--- config.mk ---
export PLATFORM = sky130hd
export DESIGN_NAME = wildcard_byte_stream_search_flat
export DESIGN_NICKNAME = d
export VERILOG_FILES = /design/src/hw/rtl/wbss_pkg.sv /design/src/hw/rtl/wbss_if.sv /design/src/hw/rtl/wildcard_byte_stream_search.sv /design/src/flat_wrapper.sv
export SDC_FILE = /design/constraint.sdc
export NUM_CORES = 1
export LEC_CHECK = 0
export BUFFER_PORTS_ARGS = -buffer_cell sky130_fd_sc_hd__buf_2
export CAP_MARGIN = 40
export CORE_AREA = 2 2 217 219
export CTS_CLUSTER_DIAMETER = 100
export CTS_CLUSTER_SIZE = 25
export DETAILED_ROUTE_END_ITERATION = 6
export DIE_AREA = 0 0 219 221
export GPL_TIMING_DRIVEN = 0
export PLACE_DENSITY = 0.7
export SLEW_MARGIN = 15
export SYNTH_ARGS = -nofsm -noshare
export SYNTH_HDL_FRONTEND = slang
export SYNTH_SLANG_ARGS = --single-unit
--- constraint.sdc ---
create_clock -name clk_i -period 5.9 [get_ports clk_i]
set_input_delay 0.885 -clock clk_i [delete_from_list [all_inputs] [get_ports clk_i]]
set_output_delay 0.885 -clock clk_i [all_outputs]
set_load 0.005 [all_outputs]
--- src/hw/rtl/wbss_pkg.sv ---
// Package for the wildcard byte stream search block.
// Holds widths, register indexes, byte codes and byte classification helpers.
// No dependencies.
package wbss_pkg;

  // Default depth of the candidate shift register (longest usable pattern).
  localparam int MAX_PATTERN_DEF = 16;

  // Pattern bytes held in the two 64-bit pattern registers.
  localparam int PAT_BYTES = 16;

  // Configuration port geometry: 64-bit registers at byte address 8*i.
  localparam int CFG_DATA_W = 64;
  localparam int CFG_ADDR_W = 6;
  localparam int REG_IDX_W  = 3;
  localparam int LEN_W      = 5;

  // Width of stream offsets and counters.
  localparam int CNT_W = 32;

  // Register indexes.
  localparam logic [REG_IDX_W-1:0] REG_PAT_LOW    = 3'd0;
  localparam logic [REG_IDX_W-1:0] REG_PAT_HIGH   = 3'd1;
  localparam logic [REG_IDX_W-1:0] REG_PAT_LEN    = 3'd2;
  localparam logic [REG_IDX_W-1:0] REG_IGN_CASE   = 3'd3;
  localparam logic [REG_IDX_W-1:0] REG_WILDCARD   = 3'd4;
  localparam logic [REG_IDX_W-1:0] REG_WHOLE_WORD = 3'd5;

  // Byte codes.
  localparam logic [7:0] NEWLINE_BYTE  = 8'd10;
  localparam logic [7:0] WILDCARD_BYTE = 8'h3F;

  // A word byte is an ASCII letter, a digit or an underscore.
  function automatic logic is_word(input logic [7:0] c);
    return ((c >= 8'h61) && (c <= 8'h7A)) || ((c >= 8'h41) && (c <= 8'h5A)) ||
           ((c >= 8'h30) && (c <= 8'h39)) || (c == 8'h5F);
  endfunction

  // Fold a lower case letter to upper case.
  function automatic logic [7:0] fold_upper(input logic [7:0] c);
    return ((c >= 8'h61) && (c <= 8'h7A)) ? (c - 8'd32) : c;
  endfunction

endpackage

--- src/hw/rtl/wbss_if.sv ---
// Stream channel interfaces of the wildcard byte stream search block.
// One interface for the byte requests and one for the search results.
// No dependencies.
interface wbss_in_if;
  logic       valid;
  logic       ready;
  logic [7:0] data_byte;
  logic       start_of_search;
  logic       end_of_data;

  modport source (output valid, data_byte, start_of_search, end_of_data, input ready);
  modport sink   (input valid, data_byte, start_of_search, end_of_data, output ready);
endinterface

interface wbss_out_if;
  logic        valid;
  logic        ready;
  logic        match_found;
  logic [31:0] match_start;
  logic [31:0] lines_seen;
  logic [31:0] line_start;
  logic        no_match;

  modport source (output valid, match_found, match_start, lines_seen, line_start, no_match,
                  input ready);
  modport sink   (input valid, match_found, match_start, lines_seen, line_start, no_match,
                  output ready);
endinterface

--- src/hw/rtl/wildcard_byte_stream_search.sv ---
// Top level of the wildcard byte stream search block.
// Depends on wbss_pkg and the channel interfaces in wbss_if.sv.
//
// Usage:
//   Bytes arrive on in_i (valid/ready), one request per byte, with
//   start_of_search on the first byte of a search and end_of_data on the last.
//   Every accepted byte yields exactly one result on out_o: match_found with
//   match_start on the request that confirms the first match, no_match on the
//   last byte of a stream without a match, and the newline count and the
//   offset of the current line with every result.
//   The pattern and options are written over the APB port (64-bit registers
//   at byte address 8*i) while no byte is in flight.
//   An accepted byte passes the input register, then the result register.
//   Throughput is one byte per cycle while the receiver takes results: all
//   alignments advance in one shift of the candidate register, which is the
//   loop between the input register and the result register.
//   In whole-word mode a match is confirmed one byte later, on the lookahead, unless its last byte ends the data.
//   Reset restores the default configuration (length 1, all else zero) and
//   clears all search state. When the receiver stalls, the result holds, the
//   input register takes one more byte, and then in_i.ready drops.
module wildcard_byte_stream_search #(
  parameter int MAX_PATTERN = wbss_pkg::MAX_PATTERN_DEF
) (
  input  logic                            clk_i,
  input  logic                            rst_ni,
  input  logic                            psel,
  input  logic                            penable,
  input  logic                            pwrite,
  input  logic [wbss_pkg::CFG_ADDR_W-1:0] paddr,
  input  logic [wbss_pkg::CFG_DATA_W-1:0] pwdata,
  output logic [wbss_pkg::CFG_DATA_W-1:0] prdata,
  output logic                            pready,
  wbss_in_if.sink                         in_i,
  wbss_out_if.source                      out_o
);

  localparam int LenW     = $clog2(MAX_PATTERN + 1);
  localparam int PadBytes = (MAX_PATTERN > wbss_pkg::PAT_BYTES) ? MAX_PATTERN
                                                                 : wbss_pkg::PAT_BYTES;
  localparam int CntW     = wbss_pkg::CNT_W;

  // Configuration registers.
  logic [63:0]                  pat_low_q, pat_high_q;
  logic [wbss_pkg::LEN_W-1:0]   pat_len_q;
  logic                         ign_case_q, wildcard_q, whole_word_q;
  logic [wbss_pkg::REG_IDX_W-1:0] reg_idx;
  logic                         cfg_wr;

  assign pready  = 1'b1;
  assign reg_idx = paddr[wbss_pkg::CFG_ADDR_W-1:3];
  assign cfg_wr  = psel && penable && pwrite;

  always_ff @(posedge clk_i or negedge rst_ni) begin
    if (!rst_ni) begin
      pat_low_q    <= '0;
      pat_high_q   <= '0;
      pat_len_q    <= wbss_pkg::LEN_W'(1);
      ign_case_q   <= 1'b0;
      wildcard_q   <= 1'b0;
      whole_word_q <= 1'b0;
    end else if (cfg_wr) begin
      case (reg_idx)
        wbss_pkg::REG_PAT_LOW:    pat_low_q    <= pwdata;
        wbss_pkg::REG_PAT_HIGH:   pat_high_q   <= pwdata;
        wbss_pkg::REG_PAT_LEN:    pat_len_q    <= pwdata[wbss_pkg::LEN_W-1:0];
        wbss_pkg::REG_IGN_CASE:   ign_case_q   <= pwdata[0];
        wbss_pkg::REG_WILDCARD:   wildcard_q   <= pwdata[0];
        wbss_pkg::REG_WHOLE_WORD: whole_word_q <= pwdata[0];
        default: ;
      endcase
    end
  end

  // Register read-back.
  always_comb begin
    case (reg_idx)
      wbss_pkg::REG_PAT_LOW:    prdata = pat_low_q;
      wbss_pkg::REG_PAT_HIGH:   prdata = pat_high_q;
      wbss_pkg::REG_PAT_LEN:    prdata = wbss_pkg::CFG_DATA_W'(pat_len_q);
      wbss_pkg::REG_IGN_CASE:   prdata = wbss_pkg::CFG_DATA_W'(ign_case_q);
      wbss_pkg::REG_WILDCARD:   prdata = wbss_pkg::CFG_DATA_W'(wildcard_q);
      wbss_pkg::REG_WHOLE_WORD: prdata = wbss_pkg::CFG_DATA_W'(whole_word_q);
      default:                  prdata = '0;
    endcase
  end

  // Input register: holds one request while the result register is full.
  logic       s1_valid_q;
  logic [7:0] s1_byte_q;
  logic       s1_sos_q, s1_eod_q;
  logic       in_acc, advance;
  logic       out_valid_q;

  assign advance    = s1_valid_q && (!out_valid_q || out_o.ready);
  assign in_i.ready = !s1_valid_q || advance;
  assign in_acc     = in_i.valid && in_i.ready;

  always_ff @(posedge clk_i or negedge rst_ni) begin
    if (!rst_ni) begin
      s1_valid_q <= 1'b0;
    end else if (in_acc) begin
      s1_valid_q <= 1'b1;
    end else if (advance) begin
      s1_valid_q <= 1'b0;
    end
  end

  always_ff @(posedge clk_i) begin
    if (in_acc) begin
      s1_byte_q <= in_i.data_byte;
      s1_sos_q  <= in_i.start_of_search;
      s1_eod_q  <= in_i.end_of_data;
    end
  end

  // Search state.
  logic [MAX_PATTERN-1:0] alive_q, alive_d;
  logic [7:0]             prev_q, prev_d;
  logic [CntW-1:0]        pos_q, pos_d, nl_q, nl_d, lso_q, lso_d, pstart_q, pstart_d;
  logic                   pend_q, pend_d, done_q, done_d;

  // State as seen by this byte, after an optional start-of-search clear.
  logic [MAX_PATTERN-1:0] cur_alive;
  logic [7:0]             cur_prev;
  logic [CntW-1:0]        cur_pos, cur_nl, cur_lso, cur_pstart;
  logic                   cur_pend, cur_done;

  assign cur_alive  = s1_sos_q ? '0 : alive_q;
  assign cur_prev   = s1_sos_q ? '0 : prev_q;
  assign cur_pos    = s1_sos_q ? '0 : pos_q;
  assign cur_nl     = s1_sos_q ? '0 : nl_q;
  assign cur_lso    = s1_sos_q ? '0 : lso_q;
  assign cur_pstart = s1_sos_q ? '0 : pstart_q;
  assign cur_pend   = s1_sos_q ? 1'b0 : pend_q;
  assign cur_done   = s1_sos_q ? 1'b0 : done_q;

  // Effective pattern length, saturated at the candidate depth.
  logic [LenW-1:0]         len_eff;
  logic [8*PadBytes-1:0]   pat_all;
  logic [7:0]              mc;

  assign len_eff = (CntW'(pat_len_q) > CntW'(MAX_PATTERN)) ? LenW'(MAX_PATTERN)
                                                           : LenW'(pat_len_q);
  assign pat_all = (8*PadBytes)'({pat_high_q, pat_low_q});
  assign mc      = ign_case_q ? wbss_pkg::fold_upper(s1_byte_q) : s1_byte_q;

  // Candidate shift: every alignment advances by one byte in parallel.
  logic [MAX_PATTERN-1:0] raw_alive, next_alive;
  logic                   complete;

  always_comb begin
    logic [7:0] p;
    logic       m;
    complete = 1'b0;
    for (int k = 0; k < MAX_PATTERN; k++) begin
      p = pat_all[8*k +: 8];
      m = (wildcard_q && (p == wbss_pkg::WILDCARD_BYTE)) || (p == mc);
      if (k == 0) begin
        raw_alive[k] = m && (!whole_word_q || !wbss_pkg::is_word(cur_prev));
      end else begin
        raw_alive[k] = cur_alive[k-1] && m;
      end
      next_alive[k] = raw_alive[k] && ((k + 1) < int'(len_eff));
      if ((k + 1) == int'(len_eff)) begin
        complete = raw_alive[k];
      end
    end
  end

  // Next state and result for the byte in the input register.
  logic            res_found, res_none;
  logic [CntW-1:0] res_start, start_calc;

  assign start_calc = cur_pos - CntW'(len_eff) + CntW'(1);

  always_comb begin
    alive_d   = cur_alive;
    prev_d    = cur_prev;
    pos_d     = cur_pos;
    nl_d      = cur_nl;
    lso_d     = cur_lso;
    pend_d    = cur_pend;
    pstart_d  = cur_pstart;
    done_d    = cur_done;
    res_found = 1'b0;
    res_start = '0;
    res_none  = 1'b0;
    if (!cur_done) begin
      pend_d = 1'b0;
      if (cur_pend && !wbss_pkg::is_word(s1_byte_q)) begin
        // Lookahead byte is a boundary: the pending match is confirmed.
        done_d    = 1'b1;
        res_found = 1'b1;
        res_start = cur_pstart;
      end else begin
        if (mc == wbss_pkg::NEWLINE_BYTE) begin
          nl_d  = cur_nl + CntW'(1);
          lso_d = cur_pos + CntW'(1);
        end
        alive_d = next_alive;
        if (complete && (!whole_word_q || s1_eod_q)) begin
          done_d    = 1'b1;
          res_found = 1'b1;
          res_start = start_calc;
        end else begin
          if (complete) begin
            pend_d   = 1'b1;
            pstart_d = start_calc;
          end
          prev_d = s1_byte_q;
          pos_d  = cur_pos + CntW'(1);
          if (s1_eod_q) begin
            pend_d   = 1'b0;
            done_d   = 1'b1;
            res_none = 1'b1;
          end
        end
      end
    end
  end

  always_ff @(posedge clk_i or negedge rst_ni) begin
    if (!rst_ni) begin
      alive_q  <= '0;
      prev_q   <= '0;
      pos_q    <= '0;
      nl_q     <= '0;
      lso_q    <= '0;
      pend_q   <= 1'b0;
      pstart_q <= '0;
      done_q   <= 1'b0;
    end else if (advance) begin
      alive_q  <= alive_d;
      prev_q   <= prev_d;
      pos_q    <= pos_d;
      nl_q     <= nl_d;
      lso_q    <= lso_d;
      pend_q   <= pend_d;
      pstart_q <= pstart_d;
      done_q   <= done_d;
    end
  end

  // Result register.
  always_ff @(posedge clk_i or negedge rst_ni) begin
    if (!rst_ni) begin
      out_valid_q <= 1'b0;
    end else if (advance) begin
      out_valid_q <= 1'b1;
    end else if (out_o.ready) begin
      out_valid_q <= 1'b0;
    end
  end

  always_ff @(posedge clk_i) begin
    if (advance) begin
      out_o.match_found <= res_found;
      out_o.match_start <= res_start;
      out_o.lines_seen  <= nl_d;
      out_o.line_start  <= lso_d;
      out_o.no_match    <= res_none;
    end
  end

  assign out_o.valid = out_valid_q;

`ifndef SYNTHESIS
  // A result never reports both a match and the absence of one.
  a_found_excl: assert property (@(posedge clk_i) disable iff (!rst_ni)
    out_o.valid |-> !(out_o.match_found && out_o.no_match))
    else $error("match_found and no_match both set");

  // The start offset is zero on results without a match.
  a_start_zero: assert property (@(posedge clk_i) disable iff (!rst_ni)
    (out_o.valid && !out_o.match_found) |-> (out_o.match_start == '0))
    else $error("match_start nonzero without a match");

  // A confirmed match puts the search into its quiet state.
  a_quiet_after: assert property (@(posedge clk_i) disable iff (!rst_ni)
    (advance && res_found) |=> done_q)
    else $error("search not quiet after a match");

  // A match waiting for its lookahead byte never coexists with a finished search.
  a_pend_done: assert property (@(posedge clk_i) disable iff (!rst_ni)
    !(pend_q && done_q))
    else $error("pending match in a finished search");
`endif

endmodule

--- src/flat_wrapper.sv ---
// flat-port wrapper written by rule: the top's interface ports become plain ports
module wildcard_byte_stream_search_flat 
#(
  parameter int MAX_PATTERN = wbss_pkg::MAX_PATTERN_DEF
)
  (clk_i, rst_ni, psel, penable, pwrite, paddr, pwdata, prdata, pready, in_i_valid, in_i_data_byte, in_i_start_of_search, in_i_end_of_data, in_i_ready, out_o_valid, out_o_match_found, out_o_match_start, out_o_lines_seen, out_o_line_start, out_o_no_match, out_o_ready);
  wbss_in_if in_i_i ();
  wbss_out_if out_o_i ();
  input  logic clk_i;
  input  logic rst_ni;
  input  logic psel;
  input  logic penable;
  input  logic pwrite;
  input  logic [wbss_pkg::CFG_ADDR_W-1:0] paddr;
  input  logic [wbss_pkg::CFG_DATA_W-1:0] pwdata;
  output logic [wbss_pkg::CFG_DATA_W-1:0] prdata;
  output logic pready;
  input wire logic [$bits(in_i_i.valid)-1:0] in_i_valid;
  input wire logic [$bits(in_i_i.data_byte)-1:0] in_i_data_byte;
  input wire logic [$bits(in_i_i.start_of_search)-1:0] in_i_start_of_search;
  input wire logic [$bits(in_i_i.end_of_data)-1:0] in_i_end_of_data;
  output wire logic [$bits(in_i_i.ready)-1:0] in_i_ready;
  output wire logic [$bits(out_o_i.valid)-1:0] out_o_valid;
  output wire logic [$bits(out_o_i.match_found)-1:0] out_o_match_found;
  output wire logic [$bits(out_o_i.match_start)-1:0] out_o_match_start;
  output wire logic [$bits(out_o_i.lines_seen)-1:0] out_o_lines_seen;
  output wire logic [$bits(out_o_i.line_start)-1:0] out_o_line_start;
  output wire logic [$bits(out_o_i.no_match)-1:0] out_o_no_match;
  input wire logic [$bits(out_o_i.ready)-1:0] out_o_ready;
  assign in_i_i.valid = in_i_valid;
  assign in_i_i.data_byte = in_i_data_byte;
  assign in_i_i.start_of_search = in_i_start_of_search;
  assign in_i_i.end_of_data = in_i_end_of_data;
  assign in_i_ready = in_i_i.ready;
  assign out_o_valid = out_o_i.valid;
  assign out_o_match_found = out_o_i.match_found;
  assign out_o_match_start = out_o_i.match_start;
  assign out_o_lines_seen = out_o_i.lines_seen;
  assign out_o_line_start = out_o_i.line_start;
  assign out_o_no_match = out_o_i.no_match;
  assign out_o_i.ready = out_o_ready;
  wildcard_byte_stream_search #(.MAX_PATTERN(MAX_PATTERN)) u_core (.clk_i(clk_i), .rst_ni(rst_ni), .psel(psel), .penable(penable), .pwrite(pwrite), .paddr(paddr), .pwdata(pwdata), .prdata(prdata), .pready(pready), .in_i(in_i_i), .out_o(out_o_i));
endmodule
==> impl_metrics.env <==
export IMPL_vdd_drop_max_mv=0.238
export IMPL_syn_avg_cell_area_sq_um=9.92
export IMPL_clock_skew_ns=0.0266
export IMPL_synth_top_area_share_pct=31.3
export IMPL_antenna_found_initial=0
export IMPL_die_y_um=221
export IMPL_clk_pin_slew_ns=0.11
export IMPL_die_x_um=219
export IMPL_p_per_area_mw_per_mm2=291
export IMPL_final_core_util_pct=56.4
export IMPL_setup_viol=0
export IMPL_worstSetupStartpointType="register"
export IMPL_maxCapViolCount=0
export IMPL_synth_enable_flop_cells=108
export IMPL_yosysSeqAreaShare_pct=45.5
export IMPL_slew_violations=0
export IMPL_core_area_sq_mm=0.0461
export IMPL_insertion_delay_ns=0.58
export IMPL_track_usage_pct=31.4
export IMPL_pin_count=252
export IMPL_critPathCaptureType="register"
export IMPL_worst_path_max_fanout=10
export IMPL_syn_num_nets=2486
export IMPL_dpl_hpwl_mm=57.7
export IMPL_synthFlopType="dfrtp_1"
export IMPL_hold_viol_final=0
export IMPL_grt_pass1_wl_mm=118
export IMPL_htree_levels=1
export IMPL_rsz0062_at_grt="false"
export IMPL_cts_made_buffers=20
export IMPL_min_period_over_period_pct=95.5
export IMPL_routabilityCongestion=0.954
export IMPL_r2r_cells=16
export IMPL_finalInstanceArea_sq_mm=0.0260
export IMPL_synth_cell_types=93
export IMPL_postPlaceCellArea_sq_mm=0.0253
export IMPL_std_cell_rows=79
export IMPL_synth_common_cells="nand2_1, dfrtp_1, mux2_2"
export IMPL_fmaxAchievable_mhz=177
export IMPL_numPortBuffers=247
export IMPL_yosysMostFrequentCell="nand2_1"
export IMPL_cts_root_buf="clkbuf_16"
export IMPL_fin_nets=2765
export IMPL_clkSinkCount=399
export IMPL_dp_slack_ns=-1.62
export IMPL_synth_cells=2333
export IMPL_dieArea_sq_mm=0.0484
export IMPL_via_count=20083
export IMPL_clock_path_buffers=3
export IMPL_ant_nets=0
export IMPL_fin_crit_ns=5.64
export IMPL_grt_overflow_total=0
export IMPL_layout_drive_gt1_share_pct=19.2
export IMPL_yosysWarnings=0
export IMPL_drt_iter0_markers=1807
export IMPL_worst_pin_slew_ns=1.06
export IMPL_crit_type="register to register"
export IMPL_ys_ff_latch=399
export IMPL_routed_wl_mm=76.7
export IMPL_grt_start_max_net_pins=79
export IMPL_cp_required_ns=6.29
export IMPL_synth_area_leader_cell="dfrtp_1"
export IMPL_diodes=0
export IMPL_initial_core_util_pct=50.3
export IMPL_critPathArrivalTime_ns=6.02
export IMPL_vias_per_cell=6.21
export IMPL_p_leak_nw=11.6
export IMPL_finalHoldWorstSlack_ns=0.261
export IMPL_routedWlPerCell_um=23.7
export IMPL_synthTopCellsByArea="dfrtp_1, edfxtp_1, mux2_2, nand2_1, xnor2_1"
export IMPL_seq_area_sq_mm=0.0105
export IMPL_dr_pass1_iters=5
export IMPL_syn_cell_area_sq_mm=0.0232
export IMPL_areaGrowthSynthToFinish_pct=12.3
export IMPL_route_detailed_drc=0
export IMPL_fill_cells=4193
export IMPL_multi_input_area_sq_mm=0.0118
export IMPL_async_flop_share_pct=72.9
export IMPL_slew_headroom_pct=28.8
export IMPL_hp_class="input pin to async pin"
export IMPL_outcome="finished clean"
export IMPL_setup_slack_ns=0.264
export IMPL_tritoncts="built"
export IMPL_grt_pass1_vias=20233
-- path summary, 6_finish.rpt --
check                                     start                      endpoint  slack (ns)
hold reg to reg               u_core.alive_q[0]             u_core.alive_q[0]        0.48
setup / recovery            u_core.s1_byte_q[6]  u_core.out_o.match_start[12]        0.26
setup reg to reg            u_core.s1_byte_q[6]  u_core.out_o.match_start[12]        0.26
min in group clk_i         in_i_start_of_search               u_core.s1_sos_q        0.48
max in group asynchronous                rst_ni          u_core.pat_low_q[11]        4.12
hold / removal                           rst_ni           u_core.pstart_q[17]        0.26
-- area by class of cell --
| cell class | count | area share [%] |
|---|---|---|
| clock buffers | 32 | 2.22 |
| repair buffers | 259 | 5.51 |
| flip-flops and latches | 399 | 40.5 |
| clock inverters | 3 | 0.111 |
| plain buffers | 141 | 2.31 |
| multi-input cells | 1709 | 45.3 |
| well taps | 607 | 2.92 |
| inverters | 82 | 1.18 |
-- flip-flops by register name (all words and copies together) (netlist names), 5 cells and up --
signal and count:
u_core.pat_high_q 64, u_core.pat_low_q 64, u_core.lso_q 32, u_core.nl_q 32, u_core.out_o.line_start 32, u_core.out_o.lines_seen 32, u_core.out_o.match_start 32, u_core.pos_q 32
u_core.pstart_q 32, u_core.alive_q 15, u_core.prev_q 8, u_core.s1_byte_q 8, u_core.pat_len_q 5
-- per-layer routing --
metal / share of wire (%) / global-route usage, % / vias up
li1: - / - / 8991
met1: 39 / 39.0 / 9915
met2: 48 / 52.7 / 916
met3: 6.7 / 4.37 / 261
met4: 6.2 / 17.3 / 0
met5: 0 / 0 / -
-- logic make-up after synthesis --
family | count (synthesis) | share of synthesized area [%]
muxes | 185 | 8.82
DFF | 399 | 45.5
buffers and inverters | 225 | 3.88
adders and majority gates | 66 | 3.60
xor gates and xnor gates | 176 | 6.66
AOI/OAI and AO/OA | 464 | 14.5
other | 1 | 0.0162
and+or+nand+nor | 817 | 17.1
-- metrics by stage --
step / instances / TNS [ns] / power (mW)
finish: 3232 / 0 / 7.57
global route: 3232 / 0 / 7.93
CTS: 3232 / 0 / 7.53
detailed placement: 3197 / -41.70 / 5.91
global placement: 3187 / -613.27 / 5.83
floorplan: 2333 / 0 / 5.06
-- layout by cell type (no fill, tap or decap), types with 17 or more instances in the layout --
master	count
a21oi_1	105
a22o_1	62
and2_1	19
and3_1	36
buf_2	271
clkbuf_1	104
clkbuf_16	21
dfrtp_1	290
edfxtp_1	108
ha_1	65
inv_1	81
mux2_2	145
mux2i_1	32
nand2_1	314
nand3_1	101
nand4_1	35
nor2_1	123
nor2b_1	33
nor3_1	54
nor4_1	18
o211ai_1	17
o21ai_0	58
o31ai_1	26
or3_1	17
xnor2_1	102
xor2_1	74
-- timing repair --
| item | CTS | global route |
|---|---|---|
| pin swaps | 0 | 1 |
| hold endpoints to repair | 0 | 0 |
| resized for setup | 13 | 7 |
| buffers inserted | 1 | 1 |
| endpoints found under the setup margin | 67 | 11 |
| hold buffers | 0 | 0 |
-- worst max-delay path, stage by stage, from the launching register on --
cell and delay, ns:
edfxtp_1 0.39, buf_2 0.25, inv_1 0.19, ha_1 0.43, and2_1 0.32, o211ai_1 0.41, nand3_1 0.23, buf_2 0.38
xnor2_1 0.11, o41ai_1 0.84, nand3_1 0.19, o21ai_0 0.26, a221oi_2 0.11, a211oi_4 0.56, buf_2 0.38, nand3_1 0.11
a21oi_1 0.23
-- where the power goes --
group	leakage, nW	switching (mW)	internal, mW	total, mW
Clock	0.292	0.950	0.690	1.64
Combinational	6.42	1.38	0.918	2.30
Sequential	4.86	0.401	3.22	3.62
Total	11.6	2.74	4.83	7.57
No activity file was read; power rests on OpenSTA's default activity.
